$ cat src/sv/cwa_pkg.sv
// Shared types and constants of the centered window average block.
// Depends on nothing; the top, front and back refer to it by scoped names, the testbench imports it.
`default_nettype none

package cwa_pkg;

    // Fixed widths of the stream fields.
    localparam int SAMPLE_W    = 16;
    localparam int COL_W       = 16;

    // Configuration port.
    localparam int CFG_IDX_W   = 1;
    localparam int CFG_DATA_W  = 16;
    localparam int HALF_CFG_W  = 5;

    // Entries in the queue between the front and the back.
    localparam int QUEUE_DEPTH = 4;

    typedef enum logic [CFG_IDX_W-1:0] {
        REG_COLUMN_COUNT = 1'b0,
        REG_HALF_WINDOW  = 1'b1
    } cfg_index_t;

    typedef struct packed {
        logic [COL_W-1:0]      column_count;
        logic [HALF_CFG_W-1:0] half_window;
    } cfg_t;

    // Result attributes that travel with each job.
    typedef struct packed {
        logic [COL_W-1:0] column;
        logic             last;
        logic             window_error;
    } tag_t;

endpackage

`default_nettype wire

$ cat src/sv/centered_window_average.sv
// Top level of the centered window average block: configuration registers,
// front, job queue and divider back. Depends on cwa_pkg, cwa_queue, cwa_front, cwa_back.
`default_nettype none

// Channel   Direction  Width  Contents
// s_axis    in         16     tdata: sample (bits 15:0)
// m_axis    out        32     tdata: smoothed (15:0), column_index (31:16);
//                             tlast: last; tuser: window_error
// cfg       in         1+16   index 0 column_count, index 1 half_window
//
// The front accepts a sample in F_IDLE and then steps through its candidate
// columns in F_GEN, each step waiting for queue room; the final column of a run
// sweeps min(H, N-1) + 1 candidates.
// A smoothed result passes through the bit-serial divider, which takes a new job
// only after handing its last result to the output register, so the divider sets
// the sustained rate; jobs of size one, such as raw results, skip the division.
// Reset needs no clearing pass: prefix index zero of a run is held in a
// register, and every other ring slot is written before it is read.
// A four-entry queue lets the front keep taking samples while the divider or
// the output side stalls, and the output register holds a transaction until taken.

module centered_window_average #(
    parameter int MAX_HALF   = 31,
    parameter int RING_DEPTH = 64
) (
    input  wire logic                             clk,
    input  wire logic                             rst_n,

    input  wire logic                             s_axis_tvalid,
    output logic                                  s_axis_tready,
    // Fields from bit 0: sample[15:0].
    input  wire logic [cwa_pkg::SAMPLE_W-1:0]     s_axis_tdata,

    output logic                                  m_axis_tvalid,
    input  wire logic                             m_axis_tready,
    // Fields from bit 0: smoothed[15:0], column_index[31:16].
    output logic [cwa_pkg::SAMPLE_W+cwa_pkg::COL_W-1:0] m_axis_tdata,
    output logic                                  m_axis_tlast,
    // Fields from bit 0: window_error.
    output logic                                  m_axis_tuser,

    input  wire logic                             cfg_valid,
    output logic                                  cfg_ready,
    input  wire logic [cwa_pkg::CFG_IDX_W-1:0]    cfg_index,
    input  wire logic [cwa_pkg::CFG_DATA_W-1:0]   cfg_data
);

    localparam int SZ_W  = $clog2(2 * MAX_HALF + 2);
    localparam int SUM_W = cwa_pkg::SAMPLE_W + SZ_W;
    localparam int JOB_W = SUM_W + SZ_W + $bits(cwa_pkg::tag_t);

    cwa_pkg::cfg_t cfg_reg;

    logic                                job_push, job_pop, job_empty, job_room;
    logic [SUM_W-1:0]                    push_sum, pop_sum;
    logic [SZ_W-1:0]                     push_size, pop_size;
    cwa_pkg::tag_t                       push_tag, pop_tag, out_tag;
    logic [cwa_pkg::SAMPLE_W-1:0]        out_smoothed;

    // Configuration writes are always taken; only listed indexes change state.
    assign cfg_ready = 1'b1;

    always_ff @(posedge clk or negedge rst_n) begin
        if (!rst_n) begin
            cfg_reg.column_count <= cwa_pkg::COL_W'(1);
            cfg_reg.half_window  <= '0;
        end else if (cfg_valid) begin
            case (cwa_pkg::cfg_index_t'(cfg_index))
                cwa_pkg::REG_COLUMN_COUNT: begin
                    cfg_reg.column_count <= cfg_data;
                end
                cwa_pkg::REG_HALF_WINDOW: begin
                    cfg_reg.half_window <= cfg_data[cwa_pkg::HALF_CFG_W-1:0];
                end
                default: begin
                    cfg_reg <= cfg_reg;
                end
            endcase
        end
    end

    cwa_front #(
        .MAX_HALF   (MAX_HALF),
        .RING_DEPTH (RING_DEPTH)
    ) u_front (
        .clk        (clk),
        .rst_n      (rst_n),
        .cfg        (cfg_reg),
        .in_valid   (s_axis_tvalid),
        .in_ready   (s_axis_tready),
        .in_sample  (s_axis_tdata),
        .queue_room (job_room),
        .job_push   (job_push),
        .job_sum    (push_sum),
        .job_size   (push_size),
        .job_tag    (push_tag)
    );

    cwa_queue #(
        .WIDTH (JOB_W),
        .DEPTH (cwa_pkg::QUEUE_DEPTH)
    ) u_queue (
        .clk       (clk),
        .rst_n     (rst_n),
        .push      (job_push),
        .push_data ({push_sum, push_size, push_tag}),
        .pop       (job_pop),
        .pop_data  ({pop_sum, pop_size, pop_tag}),
        .empty     (job_empty),
        .has_room  (job_room)
    );

    cwa_back #(
        .MAX_HALF (MAX_HALF)
    ) u_back (
        .clk          (clk),
        .rst_n        (rst_n),
        .job_valid    (!job_empty),
        .job_pop      (job_pop),
        .job_sum      (pop_sum),
        .job_size     (pop_size),
        .job_tag      (pop_tag),
        .out_valid    (m_axis_tvalid),
        .out_ready    (m_axis_tready),
        .out_smoothed (out_smoothed),
        .out_tag      (out_tag)
    );

    assign m_axis_tdata = {out_tag.column, out_smoothed};
    assign m_axis_tlast = out_tag.last;
    assign m_axis_tuser = out_tag.window_error;

endmodule

`default_nettype wire

$ cat src/sv/cwa_ram.sv
// Generic single-port-write, single-port-read RAM with registered read data.
// Depends on nothing.
`default_nettype none

module cwa_ram #(
    parameter int WIDTH = 32,
    parameter int DEPTH = 64
) (
    input  wire logic                     clk,
    input  wire logic                     wr_en,
    input  wire logic [$clog2(DEPTH)-1:0] wr_addr,
    input  wire logic [WIDTH-1:0]         wr_data,
    input  wire logic                     rd_en,
    input  wire logic [$clog2(DEPTH)-1:0] rd_addr,
    output logic      [WIDTH-1:0]         rd_data
);

    logic [WIDTH-1:0] mem_reg [DEPTH];

    always_ff @(posedge clk) begin
        if (wr_en) begin
            mem_reg[wr_addr] <= wr_data;
        end
        if (rd_en) begin
            rd_data <= mem_reg[rd_addr];
        end
    end

endmodule

`default_nettype wire

$ cat src/sv/cwa_queue.sv
// Small flop-based queue that decouples the front from the back.
// Depends on nothing.
`default_nettype none

module cwa_queue #(
    parameter int WIDTH = 32,
    parameter int DEPTH = 4
) (
    input  wire logic             clk,
    input  wire logic             rst_n,
    input  wire logic             push,
    input  wire logic [WIDTH-1:0] push_data,
    input  wire logic             pop,
    output logic      [WIDTH-1:0] pop_data,
    output logic                  empty,
    output logic                  has_room
);

    localparam int PTR_W = (DEPTH > 1) ? $clog2(DEPTH) : 1;
    localparam int CNT_W = $clog2(DEPTH + 1);

    logic [WIDTH-1:0] mem_reg [DEPTH];
    logic [PTR_W-1:0] wr_ptr_reg, wr_ptr_next;
    logic [PTR_W-1:0] rd_ptr_reg, rd_ptr_next;
    logic [CNT_W-1:0] count_reg, count_next;

    assign pop_data = mem_reg[rd_ptr_reg];
    assign empty    = (count_reg == '0);
    // Room for two more entries: one being produced and one in flight.
    assign has_room = ((32'(count_reg) + 32'd2) <= 32'(DEPTH));

    always_comb begin
        wr_ptr_next = wr_ptr_reg;
        rd_ptr_next = rd_ptr_reg;
        count_next  = count_reg;
        if (push) begin
            wr_ptr_next = (wr_ptr_reg == PTR_W'(DEPTH - 1)) ? '0 : wr_ptr_reg + 1'b1;
        end
        if (pop) begin
            rd_ptr_next = (rd_ptr_reg == PTR_W'(DEPTH - 1)) ? '0 : rd_ptr_reg + 1'b1;
        end
        if (push && !pop) begin
            count_next = count_reg + 1'b1;
        end else if (pop && !push) begin
            count_next = count_reg - 1'b1;
        end
    end

    always_ff @(posedge clk or negedge rst_n) begin
        if (!rst_n) begin
            wr_ptr_reg <= '0;
            rd_ptr_reg <= '0;
            count_reg  <= '0;
        end else begin
            wr_ptr_reg <= wr_ptr_next;
            rd_ptr_reg <= rd_ptr_next;
            count_reg  <= count_next;
        end
    end

    always_ff @(posedge clk) begin
        if (push) begin
            mem_reg[wr_ptr_reg] <= push_data;
        end
    end

    // The front only pushes while it has checked for room.
    a_no_overflow: assert property (@(posedge clk) disable iff (!rst_n)
        push |-> (32'(count_reg) < 32'(DEPTH)) || pop)
        else $error("queue pushed while full");

endmodule

`default_nettype wire

$ cat src/sv/cwa_front.sv
// Front of the centered window average: takes samples, keeps the prefix sums,
// works out which columns complete and turns each into a division job.
// Depends on cwa_pkg and cwa_ram.
`default_nettype none

module cwa_front #(
    parameter int MAX_HALF   = 31,
    parameter int RING_DEPTH = 64,
    localparam int SZ_W      = $clog2(2 * MAX_HALF + 2),
    localparam int SUM_W     = cwa_pkg::SAMPLE_W + SZ_W
) (
    input  wire logic                          clk,
    input  wire logic                          rst_n,
    input  wire cwa_pkg::cfg_t                 cfg,
    input  wire logic                          in_valid,
    output logic                               in_ready,
    input  wire logic [cwa_pkg::SAMPLE_W-1:0]  in_sample,
    input  wire logic                          queue_room,
    output logic                               job_push,
    output logic      [SUM_W-1:0]              job_sum,
    output logic      [SZ_W-1:0]               job_size,
    output cwa_pkg::tag_t                      job_tag
);

    localparam int HW_W = $clog2(MAX_HALF + 1);
    localparam int RA_W = $clog2(RING_DEPTH);
    localparam int CW   = cwa_pkg::COL_W;

    typedef enum logic {
        F_IDLE,
        F_GEN
    } state_t;

    state_t              state_reg, state_next;
    logic [CW-1:0]       cnt_reg, cnt_next;
    logic [SUM_W-1:0]    prefix_reg, prefix_next;
    logic [RA_W-1:0]     slot_reg, slot_next;
    logic                b_valid_reg, b_valid_next;

    logic [CW-1:0]       k_reg, i_reg, end_reg;
    logic [cwa_pkg::SAMPLE_W-1:0] s_reg;
    logic                raw_reg, err_reg;
    logic [SUM_W-1:0]    base_reg;
    logic                b_direct_reg, b_base_sel_reg;
    logic [SZ_W-1:0]     b_size_reg;
    cwa_pkg::tag_t       b_tag_reg;

    logic [CW-1:0]       n, n_m1, k, hw16, hw2, cnt_acc, i_start, i_end, rem_i, h16;
    logic [31:0]         hw_wide, lo_wide;
    logic [HW_W-1:0]     hw;
    logic [CW:0]         k_inc, i_plus_h;
    logic [CW:0]         size_wide;
    logic                raw_mode, accept, step, match, direct, base_sel;
    logic [SUM_W-1:0]    p_after, lo_value, ram_rdata;
    logic [RA_W-1:0]     slot_inc, rd_addr;
    logic [SZ_W-1:0]     size;

    // Effective configuration.
    assign n        = (cfg.column_count == '0) ? CW'(1) : cfg.column_count;
    assign n_m1     = n - 1'b1;
    assign hw_wide  = (32'(cfg.half_window) > 32'(MAX_HALF)) ? 32'(MAX_HALF)
                                                             : 32'(cfg.half_window);
    assign hw       = hw_wide[HW_W-1:0];
    assign hw16     = CW'(hw);
    assign hw2      = hw16 << 1;
    assign raw_mode = (hw == '0) || (hw16 > (n >> 2));

    // Column of the incoming sample; a counter left at or beyond N restarts first.
    assign k        = (cnt_reg >= n) ? '0 : cnt_reg;
    assign k_inc    = {1'b0, k} + 1'b1;
    assign cnt_acc  = (k_inc >= {1'b0, n}) ? '0 : k_inc[CW-1:0];
    assign p_after  = prefix_reg + SUM_W'(in_sample);
    assign slot_inc = (slot_reg == RA_W'(RING_DEPTH - 1)) ? '0 : slot_reg + 1'b1;

    // Candidate columns: one at most inside the run, a sweep on the final column.
    always_comb begin
        if (raw_mode) begin
            i_start = k;
            i_end   = k;
        end else if (k == n_m1) begin
            i_start = (k >= hw16) ? k - hw16 : '0;
            i_end   = k;
        end else begin
            i_start = (k >= hw2) ? k - hw16 : (k >> 1);
            i_end   = i_start;
        end
    end

    assign accept   = in_ready && in_valid;
    assign in_ready = (state_reg == F_IDLE);
    assign step     = (state_reg == F_GEN) && queue_room;

    // Half width of the candidate column and whether its window ends here.
    always_comb begin
        rem_i = n_m1 - i_reg;
        h16   = (i_reg < hw16) ? i_reg : hw16;
        if (rem_i < h16) begin
            h16 = rem_i;
        end
    end

    assign i_plus_h  = {1'b0, i_reg} + {1'b0, h16};
    assign match     = raw_reg || (i_plus_h == {1'b0, k_reg});
    assign direct    = raw_reg || (h16 == '0);
    assign size_wide = {h16, 1'b1};
    assign size      = direct ? SZ_W'(1) : size_wide[SZ_W-1:0];
    assign base_sel  = (i_reg == h16);

    // The low prefix sits size slots below the slot of the current prefix.
    assign lo_wide = (32'(slot_reg) >= 32'(size))
                   ? 32'(slot_reg) - 32'(size)
                   : 32'(slot_reg) + 32'(RING_DEPTH) - 32'(size);
    assign rd_addr = lo_wide[RA_W-1:0];

    cwa_ram #(
        .WIDTH (SUM_W),
        .DEPTH (RING_DEPTH)
    ) u_ring (
        .clk     (clk),
        .wr_en   (accept),
        .wr_addr (slot_inc),
        .wr_data (p_after),
        .rd_en   (step && match && !direct),
        .rd_addr (rd_addr),
        .rd_data (ram_rdata)
    );

    always_comb begin
        state_next   = state_reg;
        cnt_next     = cnt_reg;
        prefix_next  = prefix_reg;
        slot_next    = slot_reg;
        b_valid_next = 1'b0;
        case (state_reg)
            F_IDLE: begin
                if (in_valid) begin
                    state_next  = F_GEN;
                    cnt_next    = cnt_acc;
                    prefix_next = p_after;
                    slot_next   = slot_inc;
                end
            end
            F_GEN: begin
                if (queue_room) begin
                    b_valid_next = match;
                    if (i_reg == end_reg) begin
                        state_next = F_IDLE;
                    end
                end
            end
            default: begin
                state_next = F_IDLE;
            end
        endcase
    end

    always_ff @(posedge clk or negedge rst_n) begin
        if (!rst_n) begin
            state_reg   <= F_IDLE;
            cnt_reg     <= '0;
            prefix_reg  <= '0;
            slot_reg    <= '0;
            b_valid_reg <= 1'b0;
        end else begin
            state_reg   <= state_next;
            cnt_reg     <= cnt_next;
            prefix_reg  <= prefix_next;
            slot_reg    <= slot_next;
            b_valid_reg <= b_valid_next;
        end
    end

    always_ff @(posedge clk) begin
        if (accept) begin
            k_reg   <= k;
            s_reg   <= in_sample;
            raw_reg <= raw_mode;
            err_reg <= raw_mode && (hw != '0);
            i_reg   <= i_start;
            end_reg <= i_end;
            if (k == '0) begin
                base_reg <= prefix_reg;
            end
        end else if (step) begin
            if (i_reg != end_reg) begin
                i_reg <= i_reg + 1'b1;
            end
        end
        if (step) begin
            b_direct_reg           <= direct;
            b_base_sel_reg         <= base_sel;
            b_size_reg             <= size;
            b_tag_reg.column       <= i_reg;
            b_tag_reg.last         <= (i_reg == n_m1);
            b_tag_reg.window_error <= err_reg;
        end
    end

    // Window sum from the prefix difference; prefix index zero lives in base_reg.
    assign lo_value = b_base_sel_reg ? base_reg : ram_rdata;
    assign job_push = b_valid_reg;
    assign job_sum  = b_direct_reg ? SUM_W'(s_reg) : prefix_reg - lo_value;
    assign job_size = b_size_reg;
    assign job_tag  = b_tag_reg;

    a_sweep_in_range: assert property (@(posedge clk) disable iff (!rst_n)
        (state_reg == F_GEN) |-> (i_reg <= end_reg) && (end_reg <= k_reg))
        else $error("candidate sweep left its range");

endmodule

`default_nettype wire

$ cat src/sv/cwa_back.sv
// Back of the centered window average: divides each window sum by its size,
// one quotient bit per cycle, and holds the result for the output stream.
// Depends on cwa_pkg.
`default_nettype none

module cwa_back #(
    parameter int MAX_HALF  = 31,
    localparam int SZ_W     = $clog2(2 * MAX_HALF + 2),
    localparam int SUM_W    = cwa_pkg::SAMPLE_W + SZ_W
) (
    input  wire logic                          clk,
    input  wire logic                          rst_n,
    input  wire logic                          job_valid,
    output logic                               job_pop,
    input  wire logic [SUM_W-1:0]              job_sum,
    input  wire logic [SZ_W-1:0]               job_size,
    input  wire cwa_pkg::tag_t                 job_tag,
    output logic                               out_valid,
    input  wire logic                          out_ready,
    output logic      [cwa_pkg::SAMPLE_W-1:0]  out_smoothed,
    output cwa_pkg::tag_t                      out_tag
);

    localparam int SW    = cwa_pkg::SAMPLE_W;
    localparam int CNT_W = $clog2(SW);

    typedef enum logic [1:0] {
        B_IDLE,
        B_DIV,
        B_DONE
    } state_t;

    state_t          state_reg, state_next;
    logic [CNT_W-1:0] cnt_reg, cnt_next;
    logic            out_valid_reg, out_valid_next;
    logic [SZ_W-1:0] r_reg;
    logic [SW-1:0]   q_reg;
    logic [SZ_W-1:0] size_reg;
    cwa_pkg::tag_t   tag_reg;
    logic [SW-1:0]   out_smoothed_reg;
    cwa_pkg::tag_t   out_tag_reg;

    logic [SZ_W:0]   r_sh, r_sub;
    logic            ge, out_free, load_out;

    assign out_free = !out_valid_reg || out_ready;
    assign job_pop  = (state_reg == B_IDLE) && job_valid;
    assign load_out = (state_reg == B_DONE) && out_free;

    // One restoring step; the quotient is known to fit in SW bits.
    assign r_sh  = {r_reg, q_reg[SW-1]};
    assign ge    = (r_sh >= {1'b0, size_reg});
    assign r_sub = ge ? r_sh - {1'b0, size_reg} : r_sh;

    always_comb begin
        state_next     = state_reg;
        cnt_next       = cnt_reg;
        out_valid_next = out_valid_reg && !out_ready;
        case (state_reg)
            B_IDLE: begin
                if (job_valid) begin
                    cnt_next   = '0;
                    state_next = (job_size == SZ_W'(1)) ? B_DONE : B_DIV;
                end
            end
            B_DIV: begin
                cnt_next = cnt_reg + 1'b1;
                if (cnt_reg == CNT_W'(SW - 1)) begin
                    state_next = B_DONE;
                end
            end
            B_DONE: begin
                if (out_free) begin
                    out_valid_next = 1'b1;
                    state_next     = B_IDLE;
                end
            end
            default: begin
                state_next = B_IDLE;
            end
        endcase
    end

    always_ff @(posedge clk or negedge rst_n) begin
        if (!rst_n) begin
            state_reg     <= B_IDLE;
            cnt_reg       <= '0;
            out_valid_reg <= 1'b0;
        end else begin
            state_reg     <= state_next;
            cnt_reg       <= cnt_next;
            out_valid_reg <= out_valid_next;
        end
    end

    always_ff @(posedge clk) begin
        if (job_pop) begin
            r_reg    <= job_sum[SUM_W-1:SW];
            q_reg    <= job_sum[SW-1:0];
            size_reg <= job_size;
            tag_reg  <= job_tag;
        end else if (state_reg == B_DIV) begin
            r_reg <= r_sub[SZ_W-1:0];
            q_reg <= {q_reg[SW-2:0], ge};
        end
        if (load_out) begin
            out_smoothed_reg <= q_reg;
            out_tag_reg      <= tag_reg;
        end
    end

    assign out_valid    = out_valid_reg;
    assign out_smoothed = out_smoothed_reg;
    assign out_tag      = out_tag_reg;

    a_rem_below_divisor: assert property (@(posedge clk) disable iff (!rst_n)
        (state_reg == B_DIV) |-> (r_reg < size_reg))
        else $error("partial remainder not below divisor");

    a_result_from_done: assert property (@(posedge clk) disable iff (!rst_n)
        $rose(out_valid_reg) |-> $past(state_reg == B_DONE))
        else $error("result shown without a finished division");

endmodule

`default_nettype wire

$ cat config.mk
export PLATFORM = sky130hd
export DESIGN_NAME = centered_window_average
export DESIGN_NICKNAME = d
export VERILOG_FILES = /design/src/sv/cwa_pkg.sv /design/src/sv/centered_window_average.sv /design/src/sv/cwa_ram.sv /design/src/sv/cwa_queue.sv /design/src/sv/cwa_front.sv /design/src/sv/cwa_back.sv
export SDC_FILE = /design/constraint.sdc
export NUM_CORES = 2
export LEC_CHECK = 0
export BUFFER_PORTS_ARGS = -buffer_cell sky130_fd_sc_hd__buf_4
export CAP_MARGIN = 20
export CORE_ASPECT_RATIO = 0.9
export CORE_MARGIN = 3
export CORE_UTILIZATION = 50
export CTS_BUF_LIST = sky130_fd_sc_hd__clkbuf_8
export DETAILED_ROUTE_END_ITERATION = 8
export PLACE_DENSITY_LB_ADDON = 0.2
export SYNTH_ARGS = -nofsm -noshare
export SYNTH_HDL_FRONTEND = slang
export SYNTH_SLANG_ARGS = --single-unit
$ cat constraint.sdc
create_clock -name clk -period 9.35 [get_ports clk]
set_input_delay 0.4675 -clock clk [delete_from_list [all_inputs] [get_ports clk]]
set_output_delay 0.4675 -clock clk [all_outputs]
set_load 0.01 [all_outputs]
==> impl_metrics.env <==
export IMPL_outcome="complete, no violations"
export IMPL_async_reset_ff_share_pct=4.30
export IMPL_yosysWarnings=0
export IMPL_yosysSeqAreaShare_pct=70.9
export IMPL_synth_edf_count=1802
export IMPL_nNetsFinal=4956
export IMPL_hpwl_um=113000
export IMPL_crit_required_ps=10080
export IMPL_fill_cells=11716
export IMPL_first_pass_iters=6
export IMPL_critPathMaxFanout=28
export IMPL_max_freq_mhz=110
export IMPL_grt_pass1_vias=42432
export IMPL_ys_seq_elements=1883
export IMPL_crit_arrival_ps=9850
export IMPL_seq_area_mm2=0.0561
export IMPL_holdPathStages=2
export IMPL_io_buffer_count=73
export IMPL_cts_buffer_depth=4
export IMPL_cap_violations=0
export IMPL_syn_area_per_cell_um2=18.4
export IMPL_place_gp_congestion=0.928
export IMPL_critPathCaptureType="flop"
export IMPL_postLayoutCoreUtil_pct=57.5
export IMPL_area_delta_synth_final_pct=13.4
export IMPL_use_met2_pct=37.5
export IMPL_ys_types=83
export IMPL_synth_top_cell_area_share_pct=68.4
export IMPL_clock_latency_ps=1020
export IMPL_final_setup_skew_ps=76.0
export IMPL_p_leak_nw=30.5
export IMPL_largest_reg_flops=1408
export IMPL_grt_max_degree=101
export IMPL_whs_ps=218
export IMPL_syn_area_mm2=0.0791
export IMPL_start_util_pct=50.7
export IMPL_multiInputGateArea_mm2=0.0223
export IMPL_synthTopCellsByArea="edfxtp_1 68%, mux4_2 14%, ha_1 2.6%"
export IMPL_vias_per_cell=6.04
export IMPL_ir_drop_uv=591
export IMPL_finalCritPeriodShare_pct=97.5
export IMPL_grt_util_met3_pct=4.84
export IMPL_finalCriticalPeriod_ps=9120
export IMPL_reg2regPathDepth=30
export IMPL_hold_violations=0
export IMPL_top_usage_layer="met2"
export IMPL_syn_inst=4291
export IMPL_cts_max_level=5
export IMPL_ios=75
export IMPL_dp_cells=6435
export IMPL_min_path_type="in2reg"
export IMPL_yosysTopAreaCell="edfxtp_1"
export IMPL_path_class="reg2reg"
export IMPL_slowest_stage="fa_4"
export IMPL_die_x_um=425
export IMPL_rows=137
export IMPL_grt_met1_usage_pct=33.7
export IMPL_clock_sinks=1883
export IMPL_instances_no_fill=7041
export IMPL_fp_dieArea_mm2=0.163
export IMPL_drive_gt1_share_pct=25.1
export IMPL_vias=42513
export IMPL_clkSlewWorstSetupHoldPaths_ps=60
export IMPL_dp_slack_ps=109
export IMPL_coreArea_mm2=0.156
export IMPL_wl_per_cell_um=27.4
export IMPL_tritoncts="built"
export IMPL_antenna_found_initial=5
export IMPL_grt_ovfl_total=0
export IMPL_cpPeakStageDelay_ps=910
export IMPL_synth_ff_type="edfxtp_1"
export IMPL_cp_common_cell="a21oi_1"
export IMPL_setup_viol=0
export IMPL_grt_pass1_wl_um=285000
export IMPL_drtIter0Drc=4537
export IMPL_globalRouteTotalUtil_pct=23.9
export IMPL_cts_root_buf="clkbuf_8"
export IMPL_drc=0
export IMPL_setup_slack_ps=233
export IMPL_wl_um=193000
export IMPL_die_h_um=383
export IMPL_slew_violations=0
export IMPL_r2r_slack_ps=230
export IMPL_tightest_slew_ps=1450
export IMPL_numCtsBuffers=313
export IMPL_ant_nets=0
export IMPL_powerDensity_mw_per_mm2=327
export IMPL_total_power_mw=29.4
export IMPL_max_slew_margin_pct=3.13
export IMPL_worstSetupStartpointType="flop"
-- cells by family after synthesis --
kind of cell / share of synthesized area (%)
flops: 70.9
simple gates: 4.48
mux: 14.7
compound gates: 3.95
buf+inv: 1.50
fa+ha+maj: 2.84
xor+xnor: 1.62
other cells: 0.00474
-- where the power goes --
group / total (mW) / internal, mW / switching, mW
sequential: 11.0 / 10.6 / 0.451
combinational: 11.9 / 4.85 / 7.02
clock: 6.46 / 3.30 / 3.16
total: 29.4 / 18.7 / 10.6
-- final timing paths --
kind                            startpoint                   endpoint
max in group asynchronous            rst_n      u_queue.rd_ptr_reg[0]
min                        s_axis_tdata[2]           u_front.s_reg[2]
min in group asynchronous            rst_n      u_front.prefix_reg[1]
max                             cfg_reg[7]  u_front.u_ring.rd_data[0]
min reg2reg                u_front.err_reg         u_front.job_tag[0]
max reg2reg                     cfg_reg[7]  u_front.u_ring.rd_data[0]
-- layout by cell type (no fill, tap or decap), types with 12 or more instances in the layout --
master         count
a211oi_1          30
a21o_1            41
a21oi_1          118
a22o_1            19
a31oi_1           16
and2_1            23
and3_1            17
buf_12            19
buf_4            225
clkbuf_8         324
clkinv_1          58
clkinv_2          31
conb_1            12
dfrtp_1           77
dlygate4sd3_1     69
edfxtp_1        1802
ha_1             165
inv_1            219
mux2_2            12
mux2i_1           54
mux4_2           485
nand2_1          232
nand2b_1          20
nand3_1           49
nand4_1           24
nor2_1           132
nor2_2            67
nor2b_1           41
nor3_1            49
nor4_1            28
o21a_1            18
o21ai_0          100
o31ai_1           22
or3_1             18
xnor2_1           81
xnor2_2           18
xor2_1            35
-- layout make-up --
class	instances	share of cell area, %
Antenna cell	6	0.0167
Inverter	125	0.526
Tap cell	2085	2.91
Clock buffer	324	4.97
Timing Repair Buffer	314	3.09
Sequential cell	1883	62.6
Multi-Input combinational cell	2106	24.9
Clock inverter	198	1.03
-- layer usage --
metal  up-vias  part of all wire, %  routed length (µm)
met1     22093                   41               80000
li1      18249                    -                   -
met5         -               0.0067                  13
met2      1790                   48               92400
met3       379                  7.7               14900
met4         2                  3.1                5930
-- metrics by stage --
stage / setup TNS (ps) / instance area, µm²
finish: 0 / 89700
global placement: 0 / 83500
detailed placement: 0 / 83500
floorplan: 0 / 79200
CTS: 0 / 89600
global route: -19.9 / 89700
-- critical path: cells and delay by family (launching register included) --
kind	cells	cell delay [ps]
and+or+nand+nor	7	2100
xor gates and xnor gates	1	240
DFF	1	490
AOI/OAI and AO/OA	10	1820
adders and majority gates	4	1680
buffers and inverters	4	890
muxes	4	1600
-- synthesized netlist by cell type, drive strengths merged (7+ instances only) --
cell type,n
o211ai,11
mux2i,55
o21a,18
clkbuf,140
dfrtp,80
fa,8
nand2,233
a21oi,119
or3,18
edfxtp,1802
a31oi,16
or4,7
nor3,50
nor4,30
and2,28
a211oi,31
mux4,485
a21o,41
ha,167
buf,48
nor2,200
inv,125
a22o,19
nand3,49
o21ai,111
xnor2,99
and3,17
mux2,12
nand4,25
o31ai,22
nor2b,43
o21bai,7
a21boi,11
nand2b,20
xor2,42
-- repair_timing --
| action | in CTS | in global routing |
|---|---|---|
| hold buffers | 70 | 0 |
| buffers inserted | 0 | 5 |
| setup endpoints to repair | 0 | 44 |
| endpoints found under the hold margin | 71 | 0 |
| resized for setup | 0 | 9 |
Note: power is estimated with default switching activity, not from simulation.
